<file path="config.mk">
export PLATFORM = sky130hd
export DESIGN_NAME = gaa_size_decode
export DESIGN_NICKNAME = d
export VERILOG_FILES = /design/src/rtl/grid_atlas_rectangle_allocator_assert.svh /design/src/rtl/gaa_pkg.sv /design/src/rtl/gaa_size_decode.sv
export SDC_FILE = /design/constraint.sdc
export NUM_CORES = 1
export LEC_CHECK = 0
export ABC_AREA = 1
export BUFFER_PORTS_ARGS = -buffer_cell sky130_fd_sc_hd__buf_2
export CELL_PAD_IN_SITES_DETAIL_PLACEMENT = 2
export CELL_PAD_IN_SITES_GLOBAL_PLACEMENT = 2
export CORE_MARGIN = 4
export CORE_UTILIZATION = 20
export DETAILED_ROUTE_END_ITERATION = 10
export PLACE_DENSITY_LB_ADDON = 0.2
export SYNTH_ARGS = -nofsm -noshare
export SYNTH_HDL_FRONTEND = slang
export SYNTH_SLANG_ARGS = --single-unit
</file>
<file path="constraint.sdc">
create_clock -name vclk -period 0.8
set_input_delay 0 -clock vclk [all_inputs]
set_output_delay 0 -clock vclk [all_outputs]
set_load 0.005 [all_outputs]
</file>
<file path="src/rtl/grid_atlas_rectangle_allocator_assert.svh">
// ---------------------------------------------------------------------------
// Grid atlas allocator assertion macros
// Clocked implication checks with the reset disable built in.
// ---------------------------------------------------------------------------
`ifndef GRID_ATLAS_RECTANGLE_ALLOCATOR_ASSERT_SVH
`define GRID_ATLAS_RECTANGLE_ALLOCATOR_ASSERT_SVH

// Consequent must hold in the same cycle as the antecedent.
`define GAA_ASSERT_HOLDS(lbl, clk, rst_n, ante, cons) \
    lbl: assert property (@(posedge clk) disable iff (!rst_n) (ante) |-> (cons)) \
        else $error("grid atlas allocator check failed");

// Consequent must hold in the cycle after the antecedent.
`define GAA_ASSERT_NEXT(lbl, clk, rst_n, ante, cons) \
    lbl: assert property (@(posedge clk) disable iff (!rst_n) (ante) |=> (cons)) \
        else $error("grid atlas allocator check failed");

`endif

</file>
<file path="src/rtl/gaa_pkg.sv">
// ---------------------------------------------------------------------------
// gaa_pkg
// Item types, status and command codes for the grid atlas allocator.
// ---------------------------------------------------------------------------
`timescale 1ns / 1ps

package gaa_pkg;

    localparam int PIX_W    = 16;
    localparam int ID_W     = 16;
    localparam int OFFSET_W = 12;
    // Cell counts up to the largest supported grid (256) fit in 9 bits
    localparam int SIZE_W   = 9;

    // Commands
    localparam logic CMD_CLEAR = 1'b0;

    // Result status codes
    localparam logic [1:0] STATUS_PLACED     = 2'd0;
    localparam logic [1:0] STATUS_STANDALONE = 2'd1;
    localparam logic [1:0] STATUS_DEFERRED   = 2'd2;
    localparam logic [1:0] STATUS_CLEARED    = 2'd3;

    typedef struct packed {
        logic             command;
        logic [ID_W-1:0]  texture_id;
        logic [PIX_W-1:0] pixel_width;
        logic [PIX_W-1:0] pixel_height;
    } gaa_req_t;

    typedef struct packed {
        logic [1:0]          status;
        logic [ID_W-1:0]     result_id;
        logic [OFFSET_W-1:0] offset_x;
        logic [OFFSET_W-1:0] offset_y;
    } gaa_rsp_t;

    // Request size decoded into cells
    typedef struct packed {
        logic              standalone;
        logic [SIZE_W-1:0] width_cells;
        logic [SIZE_W-1:0] height_cells;
    } gaa_size_t;

endpackage

</file>
<file path="src/rtl/gaa_size_decode.sv">
// ---------------------------------------------------------------------------
// gaa_size_decode
// Converts a request's pixel size into grid cells and flags sizes that
// cannot go into the atlas (not a power of two, or larger than the grid).
// ---------------------------------------------------------------------------
`timescale 1ns / 1ps

module gaa_size_decode
    import gaa_pkg::*;
#(
    parameter int GRID_CELLS  = 128,
    parameter int CELL_PIXELS = 32
)
(
    input  logic [PIX_W-1:0] pixel_width,
    input  logic [PIX_W-1:0] pixel_height,
    output gaa_size_t        size
);

    localparam int LOG_W = $clog2(PIX_W);

    logic [SIZE_W-1:0] tab_cells [PIX_W];
    logic              tab_big   [PIX_W];

    logic [PIX_W-1:0]  side_px    [2];
    logic [LOG_W-1:0]  side_pos   [2];
    logic              side_pow2  [2];
    logic              side_zero  [2];
    logic [SIZE_W-1:0] side_cells [2];
    logic              side_big   [2];

    // Cell count for each power of two, fixed at elaboration
    for (genvar k = 0; k < PIX_W; k++) begin : g_tab
        localparam int unsigned QUOT = (32'd1 << k) / CELL_PIXELS;
        assign tab_cells[k] = (QUOT > GRID_CELLS) ? SIZE_W'(0) : SIZE_W'(QUOT);
        assign tab_big[k]   = (QUOT > GRID_CELLS);
    end

    // Per side: power-of-two test, bit position, table lookup
    always_comb
    begin
        side_px[0] = pixel_width;
        side_px[1] = pixel_height;
        for (int s = 0; s < 2; s++)
        begin
            side_pos[s] = '0;
            for (int b = 0; b < PIX_W; b++)
            begin
                if (side_px[s][b])
                begin
                    side_pos[s] = side_pos[s] | LOG_W'(b);
                end
            end
            side_pow2[s]  = ((side_px[s] & (side_px[s] - PIX_W'(1))) == '0);
            side_zero[s]  = (side_px[s] == '0);
            side_cells[s] = side_zero[s] ? '0 : tab_cells[side_pos[s]];
            side_big[s]   = !side_zero[s] && tab_big[side_pos[s]];
        end
        size.standalone   = !side_pow2[0] || !side_pow2[1] || side_big[0] || side_big[1];
        size.width_cells  = side_cells[0];
        size.height_cells = side_cells[1];
    end

endmodule

</file>
-- After elaboration in Yosys (flattened, before gate mapping)
Memory sizes are Yosys's and may differ from the RTL's.
Index checks and enable logic that the tools add are counted.
- flip-flop bits (word level): 0
- bits in latches: 0
- memory bits (writable): 0
- memory bits (read-only): 320
- input bits: 32
- output and inout port bits: 19
- logic and storage cells: 65
- memories kept: 4
- add/sub/neg operators: 2
- multipliers: 0
- divide/modulo/power cells: 0
- $lt $le $gt $ge: 2
- equality and inequality tests: 0
- shift-type cells: 0
- mux-type cells: 40
- bitwise logic cells: 4
- reductions and logical operators: 13
- memories (memory ; words ; width ; rd ports ; clocked after Yosys merged registers in ; write ports ; line ; text):
    (name not given) ; 16 ; 9 ; 1 ; 0 ; 0 ; gaa_size_decode.sv:56 ; side_cells[s] = side_zero[s] ? '0 : tab_cells[side_pos[s]];
    (name not given) ; 16 ; 9 ; 1 ; 0 ; 0 ; gaa_size_decode.sv:56 ;
    (name not given) ; 16 ; 1 ; 1 ; 0 ; 0 ; gaa_size_decode.sv:57 ; side_big[s] = !side_zero[s] && tab_big[side_pos[s]];
    (name not given) ; 16 ; 1 ; 1 ; 0 ; 0 ; gaa_size_decode.sv:57 ;
- operator list (kind ; number):
    $logic_not A16 Y1 ; 4
    $mux W4 ; 16
    $mux W9 ; 6
    $and A16 B16 Y16 ; 2
    $sub A16 B1 Y16 const B ; 2
    $mux W3 ; 8
    $ge A5 B5 Y1 const B ; 2
    $not A4 Y5 ; 2
    $mux W2 ; 4
    $mux W1 ; 6
    $logic_not A1 Y1 ; 4
    $logic_or A1 B1 Y1 ; 3
    $logic_and A1 B1 Y1 ; 2

-- Depth between registers and ports, before layout
Gate-level depths: netlist (run 1).
- depth after elaboration: 22
- mapped depth: 10
- mapped depth without buffers: 10

-- Least setup slack after synthesis (run 1)
OpenSTA, ideal clock, no wires.
- kind: input -> output
- start: input port pixel_height[14]
- end: output port size[18] (netlist name)
- arrival: 0.736 ns
- slack: 0.064 ns
- stages: 8
- buffers on the path: 0
- path through: nor2_1 -> nand2_2 -> nor2_4 -> nand2_2 -> nand2_1 -> nand3b_1 -> nor2_1 -> nand3_1
- RTL lines (item ; line ; text):
    start, declared ; gaa_size_decode.sv:16 ; input logic [PIX_W-1:0] pixel_height,
    end, declared ; gaa_size_decode.sv:17 ; output gaa_size_t size

==> flow_summary.toml, run 1 <==
[run_status]
status = "complete, but fails checks"
violations = "negative setup slack"

[timing]
fmax_ghz = 0.730
min_period_ns = 1.37
hold_viol = 0
setup_slack_ns = -0.570
finalSetupViolCount = 17
grt_setup_unrepaired = "true"
slew_viol_final = 0
fin_crit_sh_pct = 171
hold_ws_ns = 0.550

[pwr]
power.leakage_nw = 1.03
powerDensity_nw_per_um2 = 354
ir_drop_mv = 0.142

[global_route]
grt_max_degree = 5
grt_pass1_wl_um = 10200
antenna_found_initial = 0
grt-ovfl-total = 0
grt_use_total_pct = 20.9
grt_pass1_vias = 2037

[drt]
wl_um = 8060
dr.pass1.iters = 4
ant_nets = 0
routed_via_density = 4.84
vias = 1845
drc_errors = 0
drtIter0Drc = 70
wl_per_cell_um = 21.2

[synth]
synth_area_sq_um = 982
synth_cells = 218
avgSynthCellArea_sq_um = 4.51
ys_types = 18
ys_warn_count = 0
yosysSeqAreaShare_pct = 0

[cells_and_area]
register_area_sq_um = 0
fin_nets = 348
drive_above_1_share_pct = 60.2
design_area_sq_um = 2110
multi_input_area_sq_um = 1180
final_cell_mix = "nand2_1, buf_4, buf_2"
layout_commonest_cell = "nand2_1"
antenna_cells = 0
areaGrowthSynthToFinish_pct = 115
utilization_pct = 44.3
seq_cell_count = 0
nFillCells = 594
clock_buffers = 0

[placed_design]
gp_congestion = 0.843
place_area_sq_um = 1580
port_buffers = 49
dpl.hpwl_um = 4160

[critical_path]
criticalPathCategory = "input pin to output pin"
required_ns = 0.80
crit_path_cell_trace = "buf_6, buf_6, nor2_2, nand2_1, nor2_2, nand2_2, nand2_1, nand3b_1, nor2_2, nand3_1, buf_2"
cpMostUsedCell = "nor2_2"
cpLargestDelayFamily = "simple AND/OR/NAND/NOR gates"
slowest_delay_ns = 0.20
worst_path_max_delay_cell = "nor2_2"
worstPathArrival_ns = 1.37
crit_fanout = 3
critPathLaunchType = "input pin"
cp-end-kind = "output pin"
cp.buffers_inverters = 3
crit_start = "pixel_height[11]"

[worst_hold_path]
hp-class = "input pin to output pin"
hold_start = "pixel_width[13]"

[floorplan]
fp-row-count = 25
dieArea_sq_um = 6100
core_sq_um = 4750
die_h_um = 78.1
pin_count = 51
initial_core_util_pct = 20.7
fp.dieW_um = 78.1

[run]
cap_violations = 0
[cell families after synthesis]
logic type,Yosys count,share of synthesized area [%]
other cells,1,0.382
buf+inv,32,13.0
compound gates,8,4.59
simple gates,177,82.0
[path summary, 6_finish.rpt]
check	endpoint	slack (ns)	depth (start not counted)
max	size[18]	-0.57	11
min	size[18]	0.55	8
[through the flow]
stage	cells	worst slack (ns)	setup TNS, ns	total power [mW]
3_3_place_gp	370	-0.347	-3.38	0.478
4_1_cts	374	-0.315	-2.98	0.604
6_report	381	-0.570	-5.92	0.746
3_5_place_dp	370	-0.377	-4.18	0.493
5_1_grt	381	-0.673	-6.62	0.793
2_1_floorplan	219	0.0636	0	0.206
[repair_timing]
action                     in CTS  in global routing
setup endpoints to repair      17                 17
pin swaps                      46                 31
hold buffers                    0                  0
gates resized for setup        78                 59
setup buffers                   8                  9
[cell usage after synthesis, drive strengths merged]
| library cell | count | share of area (%) |
|---|---|---|
| conb | 1 | 0.38 |
| clkinv | 4 | 1.5 |
| nand3b | 3 | 2.3 |
| buf | 2 | 1.5 |
| nor2 | 73 | 36 |
| nand3 | 4 | 2.0 |
| nor3 | 5 | 4.7 |
| inv | 26 | 9.9 |
| o21ai | 6 | 3.1 |
| nand2 | 92 | 37 |
| a21boi | 2 | 1.5 |
[report_power, final]
group | total [mW] | leakage, nW | switching [mW] | internal (mW)
Sequential | 0 | 0 | 0 | 0
Combinational | 0.746 | 1.03 | 0.433 | 0.313
Clock | 0 | 0 | 0 | 0
Total | 0.746 | 1.03 | 0.433 | 0.313
[per-layer routing]
metal | routed length, um | vias to the layer above | global-route usage [%]
met1 | 3170 | 912 | 23.4
met5 | 0 | - | 0
met4 | 367 | 0 | 5.24
li1 | - | 846 | -
met2 | 4280 | 59 | 41.8
met3 | 242 | 28 | 1.49
[area by class of cell]
class,instances,share of cell area [%]
Timing Repair Buffer,97,34.8
Tap cell,67,3.98
Multi-Input combinational cell,187,55.8
Inverter,30,5.46
(Power assumes the default switching activity.)
==> run 2, diff against run 1 <==
Settings changed: PLACE_DENSITY set to 0.94, PLACE_DENSITY_LB_ADDON 0.2 to unset.
==> flow_summary.toml, run 2 (synthesis results as in run 1) <==
[critical_path]
critPathLaunchType = "input pin"
worstPathArrival_ns = 1.36
crit_fanout = 4
criticalPathCategory = "input pin to output pin"
cp-end-kind = "output pin"
required_ns = 0.80

[global_route]
grt-ovfl-total = 0
grt_pass1_vias = 1962
grt_max_degree = 5
antenna_found_initial = 0
grt_pass1_wl_um = 11000
grt_use_total_pct = 22.6

[pwr]
power.leakage_nw = 1.07
p_comb_share_pct = 100.0
p_sw_share_pct = 56.0
powerDensity_nw_per_um2 = 360
switchingPower_uw = 468
ir_drop_mv = 0.190
p_seq_share_pct = 0
clkPwrFrac_pct = 0
internal_power_uw = 367

[floorplan]
die_h_um = 78.1
pin_count = 51
initial_core_util_pct = 20.7
core_sq_um = 4750
fp.dieW_um = 78.1
dieArea_sq_um = 6100
fp-row-count = 25

[cells_and_area]
areaGrowthSynthToFinish_pct = 136
fin_nets = 338
antenna_cells = 0
utilization_pct = 48.8
register_area_sq_um = 0
clock_buffers = 0
layout_commonest_cell = "nand2_1"
drive_above_1_share_pct = 60.5
final_cell_mix = "nand2_1, nor2_4, buf_6, buf_4, nor2_1"
seq_cell_count = 0
fin_cells = 371

[worst_hold_path]
hp-class = "input pin to output pin"
min_to = "size[18]"
hold_depth = 8
hold_start = "pixel_width[11]"

[run_status]
violations = "negative setup slack"
status = "complete, but fails checks"

[drt]
drc_errors = 0
drtIter0Drc = 92
met2_length_um = 4620
routed_via_density = 4.86
dr.pass1.iters = 4
ant_nets = 0
top_layer_used = "met4"
wl_per_cell_um = 23.9
met1_length_um = 3820
wl_um = 8850
vias = 1802
met3_length_um = 207

[timing]
finalSetupViolCount = 17
fmax_ghz = 0.736
setup_slack_ns = -0.559
hold_viol = 0
min_period_ns = 1.36
hold_ws_ns = 0.500
slew_viol_final = 0
fin_crit_sh_pct = 170
grt_setup_unrepaired = "true"

[placed_design]
gp_congestion = 0.837
place_inst = 360
dpl.hpwl_um = 4500
port_buffers = 49

[run]
cap_violations = 0

[clocking]
ctsHoldBuffers = 0
[run 2: cell count changes in the layout (fill, tap and decap cells not counted), sizes merged]
cell,delta
clkbuf,-1
buf,-9
[run 2: area by class of cell]
| cell class | instances | area (sq um) |
|---|---|---|
| fillers | 573 | 2430 |
| multi-input cells | 187 | 1310 |
| repair buffers | 87 | 806 |
| inverters | 30 | 125 |
| well taps | 67 | 83.8 |
[run 2: power by group through the flow]
| stage | combinational, mW | sequential [mW] | clock [mW] |
|---|---|---|---|
| 2_1_floorplan | 0.206 | 0 | 0 |
| 3_3_place_gp | 0.436 | 0 | 0 |
| 3_5_place_dp | 0.468 | 0 | 0 |
| 4_1_cts | 0.653 | 0 | 0 |
| 5_1_grt | 0.877 | 0 | 0 |
| 6_report | 0.835 | 0 | 0 |
[run 2: layer usage]
metal | vias to the layer above | global-route usage (%)
met5 | - | 0
met4 | 0 | 3.15
met3 | 18 | 1.03
met2 | 48 | 43.7
met1 | 910 | 28.1
li1 | 826 | -
[run 2: worst max-delay path by stage]
stage | from | depth (start not counted) | to | slack, ns
after global placement | pixel_width[1] | 10 | size[18] | -0.32
after detailed placement | pixel_height[12] | 10 | size[18] | -0.42
after global routing | pixel_width[1] | 10 | size[18] | -0.69
after floorplan | pixel_height[14] | 8 | size[18] | 0.06
after CTS | pixel_height[0] | 12 | size[18] | -0.32
final | pixel_width[1] | 10 | size[18] | -0.56
[run 2: through the flow]
stage	TNS, ns	cell area, sq um	worst slack (ns)	total power, mW
after floorplan	0	986	0.0636	0.206
final	-3.76	2320	-0.559	0.835
after CTS	-2.63	1990	-0.320	0.653
after global routing	-4.55	2320	-0.690	0.877
after global placement	-3.33	1500	-0.320	0.436
after detailed placement	-5.03	1500	-0.423	0.468
[run 2: timing repair]
| action | 4_1_cts | 5_1_grt |
|---|---|---|
| pin swaps | 39 | 41 |
| setup endpoints to repair | 17 | 17 |
| endpoints found under the hold margin | 0 | 0 |
| setup buffers | 12 | 9 |
| gates resized for setup | 128 | 88 |
[run 2: worst max-delay path: stages]
cell and delay [ns]:
buf_4 0.15, o21ai_0 0.27, nand2_1 0.13, nor2_1 0.18, nand2_1 0.12, nor2_2 0.15
nand2_1 0.08, nor2_1 0.09, nand3_1 0.06, buf_2 0.13
==> run 3, diff against run 2 <==
Settings changed: SKIP_LAST_GASP set to 1.
==> flow_summary.toml, run 3 (synthesis results as in run 1) <==
[run_status]
status = "complete, but fails checks"
violations = "negative setup slack"

[floorplan]
core_sq_um = 4750
fp.dieW_um = 78.1
dieArea_sq_um = 6100
die_h_um = 78.1
pin_count = 51
initial_core_util_pct = 20.7
fp-row-count = 25

[critical_path]
worstPathArrival_ns = 1.34
cpLargestDelayFamily = "simple AND/OR/NAND/NOR gates"
required_ns = 0.80
cp.buffers_inverters = 3
crit_path_cell_trace = "buf_4, nor2_4, nand3b_1, nand2_1, inv_1, nor2_1, nand3b_1, nor2_2, nand3_1, buf_2"
cpMostUsedCell = "nand3b_1"
cp-end-kind = "output pin"
critPathLaunchType = "input pin"
worst_path_max_delay_cell = "nand3b_1"
slowest_delay_ns = 0.19
criticalPathCategory = "input pin to output pin"
crit_fanout = 4

[cells_and_area]
final_cell_mix = "nand2_1, nor2_4, buf_4"
antenna_cells = 0
seq_cell_count = 0
layout_commonest_cell = "nand2_1"
fin_nets = 341
areaGrowthSynthToFinish_pct = 133
nFillCells = 549
fin_cells = 374
register_area_sq_um = 0
clock_buffers = 0
drive_above_1_share_pct = 60.3

[timing]
grt_setup_unrepaired = "true"
finalSetupViolCount = 17
slew_viol_final = 0
min_period_ns = 1.34
fmax_ghz = 0.747
setup_slack_ns = -0.538
hold_viol = 0
fin_crit_sh_pct = 167
totalNegativeSetupSlack_ns = -4.43

[drt]
top_layer_used = "met4"
wl_per_cell_um = 23.2
drtIter0Drc = 97
vias = 1796
met1_length_um = 3700
met3_length_um = 255
dr.pass1.iters = 4
ant_nets = 0
drc_errors = 0
routed_via_density = 4.80
met2_length_um = 4370
wl_um = 8690

[placed_design]
dpl.hpwl_um = 4500
place_inst = 360
port_buffers = 49
gp_congestion = 0.837

[global_route]
grt_use_total_pct = 22.1
grt_pass1_wl_um = 10700
grt_max_degree = 5
antenna_found_initial = 0
grt_pass1_vias = 1983
grt-ovfl-total = 0

[pwr]
powerDensity_nw_per_um2 = 356
power.leakage_nw = 1.09
ir_drop_mv = 0.150

[run]
cap_violations = 0

[worst_hold_path]
hp-class = "input pin to output pin"

[clocking]
ctsHoldBuffers = 0
[run 3: cell count changes in the layout (fill, tap and decap cells not counted), moves of 2 or more]
cell	before	now
buf_4	28	34
buf_6	28	31
buf_8	8	3
nand2_1	61	63
nand2_8	4	2
nand2_2	16	13
nand2_4	11	14
[run 3: where the power goes]
part | internal, mW | switching [mW]
logic | 0.350 | 0.465
clock network | 0 | 0
registers | 0 | 0
total | 0.350 | 0.465
[run 3: layer usage]
metal / vias to the layer above / global-route usage, %
met5: - / 0
met4: 0 / 5.94
met3: 24 / 2.18
met2: 58 / 40.2
met1: 888 / 27.5
li1: 826 / -
[run 3: metrics by stage]
step | cell area, sq um | setup WS (ns) | util, % | total power [mW] | hold WS (ns)
after floorplan | 986 | 0.0636 | - | 0.206 | 0.219
after global placement | 1500 | -0.320 | 31.6 | 0.436 | 0.487
after detailed placement | 1500 | -0.423 | 31.6 | 0.468 | 0.496
after CTS | 1950 | -0.320 | 41.0 | 0.644 | 0.495
after global routing | 2290 | -0.618 | 48.1 | 0.864 | 0.578
final | 2290 | -0.538 | 48.1 | 0.815 | 0.493
[run 3: worst paths after layout]
kind | from | to | slack (ns) | cells past startpoint
max | pixel_width[1] | size[18] | -0.54 | 10
min | pixel_width[13] | size[18] | 0.49 | 8
[run 3: area by class of cell]
type	count	area (sq um)	area share, %
Tap cell	67	83.8	3.67
Timing Repair Buffer	90	790	34.5
Inverter	30	125	5.47
Multi-Input combinational cell	187	1290	56.3
[run 3: repair_timing]
item                                   in CTS  in global routing
buffers inserted                           12                  9
setup endpoints to repair                  17                 17
endpoints found under the hold margin       0                  0
pin swaps                                  39                 34
gates resized for setup                   115                 83
